$ cat src/design/streaming_top_n_selector_assert.svh
// assertion macros for the top-n selector top level
// expects a clock named clk and an active-high reset named rst in scope
`ifndef STREAMING_TOP_N_SELECTOR_ASSERT_SVH
`define STREAMING_TOP_N_SELECTOR_ASSERT_SVH

// condition that must hold at every clock edge out of reset
`define TNSEL_ASSERT_ALWAYS(lbl, cond) \
  lbl: assert property (@(posedge clk) disable iff (rst) (cond)) \
    else $error("top-n selector check failed");

// consequence in the same cycle as the trigger
`define TNSEL_ASSERT_SAME(lbl, ante, cons) \
  lbl: assert property (@(posedge clk) disable iff (rst) (ante) |-> (cons)) \
    else $error("top-n selector check failed");

// consequence in the cycle after the trigger
`define TNSEL_ASSERT_NEXT(lbl, ante, cons) \
  lbl: assert property (@(posedge clk) disable iff (rst) (ante) |=> (cons)) \
    else $error("top-n selector check failed");

`endif

$ cat src/design/tnsel_pkg.sv
// shared types and constants for the top-n selector
// no dependencies
`timescale 1ns / 1ps

package tnsel_pkg;

  localparam int KEY_W        = 64;
  localparam int ROW_W        = 32;
  localparam int RANK_W       = 4;
  localparam int KEEP_W       = 5;
  localparam int CFG_IDX_W    = 2;
  localparam int DEF_MAX_KEEP = 16;
  localparam int RESULT_CAP   = 16;

  localparam logic [KEEP_W-1:0]    KEEP_RESET     = 5'd16;
  localparam logic [CFG_IDX_W-1:0] REG_SORT_DESC  = 2'd0;
  localparam logic [CFG_IDX_W-1:0] REG_KEEP_COUNT = 2'd1;

  typedef struct packed {
    logic signed [KEY_W-1:0] row_key;
    logic [ROW_W-1:0]        row_number;
    logic                    end_of_set;
  } in_item_t;

  typedef struct packed {
    logic [ROW_W-1:0]  out_row_number;
    logic [RANK_W-1:0] out_rank;
    logic              out_last;
  } out_item_t;

  // contents of one list position
  typedef struct packed {
    logic signed [KEY_W-1:0] key;
    logic [ROW_W-1:0]        row;
    logic                    valid;
  } slot_t;

  // controls broadcast along the chain
  typedef struct packed {
    logic insert;
    logic shift_out;
    logic descending;
  } cell_ctl_t;

  typedef enum logic {
    ST_IDLE,
    ST_EMIT
  } state_t;

endpackage

$ cat src/design/tnsel_cell.sv
// one position of the sorted list: compares the incoming item with its own entry
// depends on tnsel_pkg
`timescale 1ns / 1ps

module tnsel_cell (
  input  logic                clk,
  input  logic                rst,
  input  tnsel_pkg::cell_ctl_t ctl,
  input  logic                enable,
  input  tnsel_pkg::slot_t    new_slot,
  input  tnsel_pkg::slot_t    prev_slot,
  input  logic                prev_take,
  input  tnsel_pkg::slot_t    next_slot,
  output logic                take,
  output tnsel_pkg::slot_t    slot
);

  tnsel_pkg::slot_t slot_next;
  logic             beats;

  // strict win of the new key over the held one
  assign beats = ctl.descending ? (new_slot.key > slot.key) : (new_slot.key < slot.key);
  assign take  = enable & (~slot.valid | beats);

  always_comb begin
    slot_next = slot;
    if (ctl.shift_out) begin
      slot_next = next_slot;
    end else if (ctl.insert && take) begin
      // first winning cell takes the item, the ones behind move down by one
      slot_next = prev_take ? prev_slot : new_slot;
    end
    slot_next.valid = slot_next.valid & enable;
  end

  always_ff @(posedge clk) begin
    slot.key <= slot_next.key;
    slot.row <= slot_next.row;
    if (rst) begin
      slot.valid <= 1'b0;
    end else begin
      slot.valid <= slot_next.valid;
    end
  end

endmodule

$ cat src/design/streaming_top_n_selector.sv
// top level of the streaming top-n selector: control, configuration and the cell chain
// depends on tnsel_pkg, tnsel_cell and streaming_top_n_selector_assert.svh
`timescale 1ns / 1ps
//
// usage
//   input: an item (row_key, row_number, end_of_set) is taken when start is high
//   and busy is low. items without end_of_set never raise busy, so one may be
//   offered every cycle; each is compared against every held entry at once by a
//   row of cells and slotted in ahead of the first entry it strictly beats.
//   output: the item carrying end_of_set is slotted in first, then the held rows
//   come out best first, one per cycle, starting the cycle after that item is
//   taken. result_valid marks each for one cycle; out_rank counts from zero and
//   out_last flags the final row. busy is high while the held rows are emitted
//   (1..effective keep count of them); the emission rate is set by the chain
//   shifting one position per cycle. the receiver cannot stall: every result
//   is taken in the cycle it is shown.
//   configuration: cfg_valid with cfg_index/cfg_data, always ready; index 0 is
//   sort order (1 = largest first), index 1 is keep count (0 acts as 1, values above
//   min(MAX_KEEP, 16) act as it). the user must write only while idle (unchecked);
//   lowering the keep count drops the worst held entries at once.
//   reset: empty list, ascending order, keep count 16, block idle.
//
module streaming_top_n_selector #(
  parameter int MAX_KEEP = tnsel_pkg::DEF_MAX_KEEP
) (
  input  logic                             clk,
  input  logic                             rst,
  input  logic                             start,
  output logic                             busy,
  input  tnsel_pkg::in_item_t              item,
  input  logic                             cfg_valid,
  output logic                             cfg_ready,
  input  logic [tnsel_pkg::CFG_IDX_W-1:0]  cfg_index,
  input  logic [tnsel_pkg::KEEP_W-1:0]     cfg_data,
  output logic                             result_valid,
  output tnsel_pkg::out_item_t             result
);

  `include "streaming_top_n_selector_assert.svh"

  // usable chain length, bounded by what one run can emit
  localparam int LIM_CAP = (MAX_KEEP < tnsel_pkg::RESULT_CAP) ? MAX_KEEP
                                                              : tnsel_pkg::RESULT_CAP;

  tnsel_pkg::state_t                  state, state_next;
  logic                               descending;
  logic [tnsel_pkg::KEEP_W-1:0]       keep_count;
  logic [tnsel_pkg::KEEP_W-1:0]       lim;
  logic [tnsel_pkg::RANK_W-1:0]       rank;
  logic                               accept;
  logic                               cfg_write;
  tnsel_pkg::cell_ctl_t               ctl;
  tnsel_pkg::slot_t                   new_slot;
  tnsel_pkg::slot_t                   slots [MAX_KEEP+1];
  logic [MAX_KEEP:0]                  takes;
  logic [MAX_KEEP-1:0]                cell_en;
  logic [MAX_KEEP-1:0]                valid_vec;

  assign accept    = start & ~busy;
  assign cfg_ready = 1'b1;
  assign cfg_write = cfg_valid & cfg_ready;

  // effective keep count: zero acts as one, clipped to the chain
  always_comb begin
    if (keep_count == '0) begin
      lim = tnsel_pkg::KEEP_W'(1);
    end else if (32'(keep_count) > LIM_CAP) begin
      lim = tnsel_pkg::KEEP_W'(LIM_CAP);
    end else begin
      lim = keep_count;
    end
  end

  // configuration registers
  always_ff @(posedge clk) begin
    if (rst) begin
      descending <= 1'b0;
      keep_count <= tnsel_pkg::KEEP_RESET;
    end else if (cfg_write) begin
      case (cfg_index)
        tnsel_pkg::REG_SORT_DESC:  descending <= cfg_data[0];
        tnsel_pkg::REG_KEEP_COUNT: keep_count <= cfg_data;
        default: ;
      endcase
    end
  end

  // next state
  always_comb begin
    state_next = state;
    case (state)
      tnsel_pkg::ST_IDLE: begin
        if (accept && item.end_of_set) begin
          state_next = tnsel_pkg::ST_EMIT;
        end
      end
      tnsel_pkg::ST_EMIT: begin
        // leave once the entry behind the head is empty
        if (!slots[1].valid) begin
          state_next = tnsel_pkg::ST_IDLE;
        end
      end
      default: state_next = tnsel_pkg::ST_IDLE;
    endcase
  end

  // outputs and chain controls
  always_comb begin
    busy                  = 1'b0;
    result_valid          = 1'b0;
    ctl.insert            = 1'b0;
    ctl.shift_out         = 1'b0;
    ctl.descending        = descending;
    result.out_row_number = slots[0].row;
    result.out_rank       = rank;
    result.out_last       = ~slots[1].valid;
    case (state)
      tnsel_pkg::ST_IDLE: begin
        ctl.insert = accept;
      end
      tnsel_pkg::ST_EMIT: begin
        busy          = 1'b1;
        result_valid  = 1'b1;
        ctl.shift_out = 1'b1;
      end
      default: ;
    endcase
  end

  always_ff @(posedge clk) begin
    if (rst) begin
      state <= tnsel_pkg::ST_IDLE;
      rank  <= '0;
    end else begin
      state <= state_next;
      if (state == tnsel_pkg::ST_EMIT) begin
        rank <= rank + 1'b1;
      end else begin
        rank <= '0;
      end
    end
  end

  // the chain: cell 0 holds the best entry
  assign new_slot.key   = item.row_key;
  assign new_slot.row   = item.row_number;
  assign new_slot.valid = 1'b1;
  assign takes[0]       = 1'b0;
  assign slots[MAX_KEEP] = '0;

  for (genvar i = 0; i < MAX_KEEP; i++) begin : g_cell
    tnsel_pkg::slot_t prev;

    if (i == 0) begin : g_head
      assign prev = new_slot;
    end else begin : g_body
      assign prev = slots[i-1];
    end

    assign cell_en[i]   = (32'(lim) > i);
    assign valid_vec[i] = slots[i].valid;

    tnsel_cell u_cell (
      .clk       (clk),
      .rst       (rst),
      .ctl       (ctl),
      .enable    (cell_en[i]),
      .new_slot  (new_slot),
      .prev_slot (prev),
      .prev_take (takes[i]),
      .next_slot (slots[i+1]),
      .take      (takes[i+1]),
      .slot      (slots[i])
    );
  end

  // held entries always fill the chain from the head without gaps
  `TNSEL_ASSERT_ALWAYS(a_fill_contiguous, ((valid_vec & (valid_vec + 1'b1)) == '0))
  // never more entries than the effective keep count of the previous cycle
  `TNSEL_ASSERT_ALWAYS(a_fill_within_limit, ($countones(valid_vec) <= 32'($past(lim))))
  // every emitted item comes from a held entry
  `TNSEL_ASSERT_SAME(a_emit_from_held, result_valid, slots[0].valid)
  // a run ending always starts an emission
  `TNSEL_ASSERT_NEXT(a_end_starts_emit, accept && item.end_of_set, busy && result.out_rank == '0)
  // the final item of a run returns the block to idle with an empty list
  `TNSEL_ASSERT_NEXT(a_last_empties, result_valid && result.out_last,
                     !busy && valid_vec == '0)

endmodule
$ cat config.mk
export PLATFORM = sky130hd
export DESIGN_NAME = streaming_top_n_selector
export DESIGN_NICKNAME = d
export VERILOG_FILES = /design/src/design/tnsel_pkg.sv /design/src/design/tnsel_cell.sv /design/src/design/streaming_top_n_selector.sv
export VERILOG_INCLUDE_DIRS = /design/src /design/src/design
export SDC_FILE = /design/constraint.sdc
export NUM_CORES = 2
export LEC_CHECK = 0
export CORE_UTILIZATION = 30
export CTS_CLUSTER_DIAMETER = 50
export DETAILED_ROUTE_END_ITERATION = 16
export DONT_BUFFER_PORTS = 1
export PLACE_DENSITY_LB_ADDON = 0.15
export SLEW_MARGIN = 20
export SYNTH_ARGS = -nofsm -noshare
export SYNTH_HDL_FRONTEND = slang
export SYNTH_SLANG_ARGS = --single-unit
$ cat constraint.sdc
create_clock -name clk -period 16 [get_ports clk]
set_input_delay 1.6 -clock clk [delete_from_list [all_inputs] [get_ports clk]]
set_output_delay 1.6 -clock clk [all_outputs]
set_load 0.05 [all_outputs]
Word level (Yosys, flattened, before mapping)
Cells that the tools add are included.
Storage, ports and cells
  register bits: 1563
  latch bits: 0
  bits in writable memories: 0
  ROM bits: 0
  input bits: 108
  output and inout bits: 40
  word-level logic and storage cells: 277
  memories kept: 0
Cells by class
  add/sub/neg operators: 1
  multiply operators: 0
  divide/modulo/power cells: 0
  order comparisons: 49
  equal/unequal tests: 1
  shift operators: 0
  multiplexer cells: 70
  bitwise logic cells: 67
  reduce and logical (&&, ||, !) cells: 37
Operators with widths (number)
  2-to-1 mux 97 bit: 45
  > comparator 64 bit: 16
  less-than comparator 64 bit: 16
  > comparator 5 x 4 -> 1 bit, second input constant: 8
  AND 1 bit: 33
  nonzero test 2 bit: 15
  2-to-1 mux 1 bit: 22
  > comparator 5 x 3 -> 1 bit, second input constant: 4
  NOT 1 bit: 18
  logical AND 1 bit: 17
  bitwise OR 1 bit: 16
  > comparator 5 x 1 -> 1 bit, second input constant: 2
  > comparator 5 x 2 -> 1 bit, second input constant: 2
  2-to-1 mux 5 bit: 2
  > comparator 5 bit, second input constant: 1
  logical NOT 5 bit: 1
  adder 4 x 1 -> 4 bit, second input constant: 1
  AND reduction 2 bit: 2
  equality test 2 x 1 -> 1 bit, second input constant: 1
  logical NOT 2 bit: 1
  one-hot mux 1 bit (2 select lines): 1
  OR reduction 2 bit: 1

Longest topological paths before layout
  depth in word-level cells: 9
  mapped depth: 18
  mapped depth without buffers: 12

By module
A second synthesis with hierarchy kept.
Second synthesis, totals
  cells, all modules: 10752
  area, all modules: 109850.4 um^2
By module, submodules not included
  tnsel_cell: instances 16, cells each 667, area each 6824.0 um^2, seq. area each 2902.8 um^2
  streaming_top_n_selector: instances 1, cells each 80, area each 665.6 um^2, seq. area each 220.2 um^2

Worst setup path before layout
No wires, ideal clock.
  kind: input -> register
  start point: input item[33] (netlist name)
  end point: register g_cell[3].u_cell.slot[10] (netlist name) (enable)
  library setup time: 683 ps
  arrival time: 11224 ps
  required time: 15317 ps
  setup slack: 4093 ps
  stages on the path: 16
  path buffers: 5
  cell sequence: clkbuf_1 clkbuf_1 inv_1 ha_1 nor2b_1 o211ai_1 a21o_1 a31oi_1 o41ai_2 a2111oi_0 nor4_2 and2_1 buf_2 buf_4 buf_2 o21ai_0
On the way
  word-level cells in the longest chain between the ends: 6
  elaborated cells between the ends (all ways): 7
  those cells by class: order compare (2); mux (1); bitwise (2); reduce/logical (2)
Ends and longest elaborated chain
  from (decl): line streaming_top_n_selector.sv:30  | input tnsel_pkg::in_item_t item,
  less-than comparator 64 bit / > comparator 64 bit (equally long branches): line tnsel_cell.sv:22  | assign beats = ctl.descending ? (new_slot.key > slot.key) : (new_slot.key < slot.key);
  2-to-1 mux 1 bit (*): line tnsel_cell.sv:22
  bitwise OR 1 bit (*): line tnsel_cell.sv:23  | assign take = enable & (~slot.valid | beats);
  AND 1 bit (*): line tnsel_cell.sv:23
  logical AND 1 bit (*): line tnsel_cell.sv:29  | end else if (ctl.insert && take) begin
  nonzero test 2 bit (no source line) (*)
  to (decl): line tnsel_cell.sv:15  | output tnsel_pkg::slot_t slot
Every way passes the cells marked *; elsewhere a longest branch is shown, timed or not.
A chain may end at the register's enable or synchronous reset.

==> metrics.txt <==
Post-Syn Nets approximately 11000; M2 GR Usage 0.366; top-count cell post-synth edfxtp_1; most used cell, CP buf_4; leakage 0.0446 uW; met1 global-route usage 0.302; RSZ-0062 raised after global routing false; CTS root buf clkbuf_16; top cells by count, synth edfxtp_1 (1440), mux2i_1 (1357), inv_1 (1046), ha_1 (1025), o22ai_1 (821); Max-slew headroom 0.155; drt wl/cell 28.1 um; Pwr Total 16700 uW; Setup Fix Bufs, Post-CTS 0; hpwl dp 268000 um; PostCTS Resize Cnt 0; FF-to-FF Start g_cell[6].u_cell.slot[96]$_DFFE_PP_; drt total wl 401000 um; H-Tree Depth 5; router iterations before antenna repair 6; CP Class primary input to flop; worst endpoint required time 16.60 ns; pwr dens 143 nW/um^2; Max Root-Sink Buffers 4; gr busiest metal met2; Buf+Inv Stages, Crit Path 3; remaining global-route overflow 0; reg-to-reg setup timing slack 7.70 ns; Synth Instances 9768; starting density of the core 0.301; Worst path top cell family by delay simple AND/OR/NAND/NOR gates; CTS Buf Count 281; max-cap viol count 0; routed vias/inst 5.62; hold crit path type flop to flop; Least-Margin Pin Slew about 1.3 ns; crit start category primary input; Worst Skew about 0.067 ns; clock-pin slew on the worst setup and hold paths ~0.060 ns; setup tns final 0 ns; DR iter-0 viols 6633; synthesized flop and latch total between 1500 and 2000; port bufs 0; CP peak stage delay between 0.8 and 0.9 ns; TritonCTS clock tree done; Vias 80200; core box area 340000 sq um; clock sinks 1563; fin. max-slew vios 0; worst hold stages 2; Avg Inst Size Synth 10.5 sq um; met3 Use GR 0.0336; Peak Freq 0.116 GHz; Crit-path slowest cell nor4_1; min-delay src g_cell[15].u_cell.slot[42]$_SDFFE_PP0P_; layout cells sized above 1 0.0758; top-area cell type share of the netlist area 0.423; total track usage 0.226; vias in the first global route between 80000 and 90000; Worst Path Max Fanout 51; Worst Path Arrival approximately 9 ns; cell taking the most area after synthesis edfxtp_1; die area 343000 sq um; Distinct cells, synth 77; Die Ht 586 um; Final Hold Fails 0; Ys Warns 0; routability cong. 0.922; CP cell instances ha_1 > nand4_1 > or4_1 > nor4_1 > nand3_1 > a31o_1 > nand4b_1 > mux2_1 > nor4_2 > buf_4 > buf_4 > or2_4 > buf_4 > o21ai_0; EDFF count, synth 1440; status complete, no violations; Antenna Nets Post-Route 0; Syn-to-layout area delta 14.1%; post-layout minimum cycle time 8.65 ns; R2R Path End g_cell[6].u_cell.slot[5]$_DFFE_PP_; count of hold-fix buffers inserted at cts 0; Worst Reg-to-Reg Cells 15; VDD IR max 117 uV; # rows about 210; Synth Cell Area 102000 sq um; Final Cycle Share 0.541; nets 10600; Clock Latency Late Sink approximately 0.92 ns; # setup viols final 0; num ports 148; first-pass GRT wire length 577000 um; largest net degree at the start of global routing 221; # DRC 0; Async SR Flop Fraction 0; Die Wd 586 um; sequential-to-total area share from yosys stat 0.447; top cells by area, synth edfxtp_1 (42%), mux2i_1 (13%), ha_1 (13%), o22ai_1 (5.0%), inv_1 (3.8%); Worst Hold End g_cell[15].u_cell.slot[42]$_SDFFE_PP0P_; crit end category flop; initial antenna violation count 13; top_reg_cell synth edfxtp_1
## per-layer routing
| metal | up-vias | part of all wire | routed length, um |
|---|---|---|---|
| met2 | 2538 | 0.46 | 183000 |
| met1 | 40600 | 0.44 | 177000 |
| met3 | 623 | 0.059 | 23500 |
| met5 | - | 0.000067 | 27 |
| met4 | 4 | 0.044 | 17500 |
| li1 | 36400 | - | - |
## layout by cell type (no fill, tap or decap), types with 20 or more instances in the layout
master	netlist	routed
nor4_1	43	28
clkinv_2	0	30
mux2i_1	1357	1357
nor2_1	219	218
dfxtp_1	123	121
ha_1	1025	1025
a221oi_1	30	28
inv_6	0	22
buf_4	52	137
clkbuf_16	0	292
clkinvlp_4	0	30
o211ai_1	36	36
nand4_1	191	191
edfxtp_1	1440	1440
clkinv_1	0	21
inv_1	1046	1046
clkinv_4	0	20
o21ai_0	580	563
a21oi_1	534	534
clkbuf_1	483	33
nor2b_1	25	25
o32ai_1	65	64
a21o_1	92	90
nor3_1	56	53
and3_1	20	20
and4_1	29	29
nand2_1	665	662
a211oi_1	128	123
bufinv_16	0	42
mux2_2	43	43
o22ai_1	821	821
nand3_1	128	127
a22o_1	131	131
## power breakdown
part / internal, uW / total, uW / leakage [uW] / switching (uW)
combinational: 1520 / 4370 / 0.0241 / 2840
sequential: 5470 / 5930 / 0.0157 / 465
clock: 4070 / 6400 / 0.00471 / 2330
total: 11100 / 16700 / 0.0446 / 5630
## sequential cells by signal (all words and copies together), names as in the netlist
signal	count
descending	1
state	1
rank	4
keep_count	5
g_cell.u_cell.slot	1552
## cell type report
| class | count | area (sq um) |
|---|---|---|
| clock buffers | 332 | 7530 |
| clock inverters | 176 | 2310 |
| inverters | 1047 | 3940 |
| flip-flops and latches | 1563 | 45700 |
| diodes | 3 | 7.51 |
| repair buffers | 154 | 1370 |
| fillers | 34300 | 223000 |
| well taps | 4536 | 5680 |
| multi-input cells | 6466 | 50200 |
## worst reg2reg max path: stages (launching register included)
cell      delay, ns
edfxtp_1       0.35
inv_1          0.06
ha_1           0.49
nand4_1        0.41
or4_1          0.78
nor4_1         0.87
nand3_1        0.47
a31o_1         0.37
nand4b_1       0.23
mux2_1         0.36
nor4_2         0.29
buf_4          0.60
buf_4          0.81
or2_4          0.80
buf_4          0.83
o21ai_0        0.30
## worst max-delay path by stage
stage | start | slack, ns | to | cells past startpoint
detailed placement | item[96] | 6.53 | g_cell[6].u_cell.slot[12]$_DFFE_PP_ | 14
floorplan | item[33] | 4.09 | g_cell[3].u_cell.slot[10]$_DFFE_PP_ | 16
global placement | item[96] | 6.74 | g_cell[6].u_cell.slot[2]$_DFFE_PP_ | 14
CTS | item[96] | 7.51 | g_cell[6].u_cell.slot[87]$_DFFE_PP_ | 14
global route | item[96] | 7.26 | g_cell[6].u_cell.slot[9]$_DFFE_PP_ | 14
finish | item[96] | 7.35 | g_cell[6].u_cell.slot[5]$_DFFE_PP_ | 14
## stage by stage
step | setup slack [ns] | instances | hold slack [ns] | instance area, sq um | utilization
final | 7.35 | 14300 | 0.496 | 117000 | 0.344
after detailed placement | 6.53 | 13800 | 0.491 | 107000 | 0.315
after floorplan | 4.09 | 9768 | 0.474 | 102000 | -
after global routing | 7.26 | 14300 | 0.511 | 117000 | 0.344
after global placement | 6.74 | 13800 | 0.484 | 107000 | 0.314
after CTS | 7.51 | 14300 | 0.497 | 117000 | 0.344
## cells by family (layout without fill, tap and decap cells)
kind of cell / after synthesis / count (layout) / synth area share
AO/OA/AOI/OAI: 2570 / 2570 / 0.155
buffers and inverters: 1739 / 1709 / 0.0673
flip-flops: 1563 / 1563 / 0.447
AND/OR/NAND/NOR: 1464 / 1464 / 0.0671
multiplexers: 1401 / 1401 / 0.138
adder cells (fa/ha/maj): 1025 / 1025 / 0.125
XOR/XNOR: 5 / 5 / 0.000428
other: 1 / 4 / 0.0000367
No activity file was read; power rests on OpenSTA's default activity.
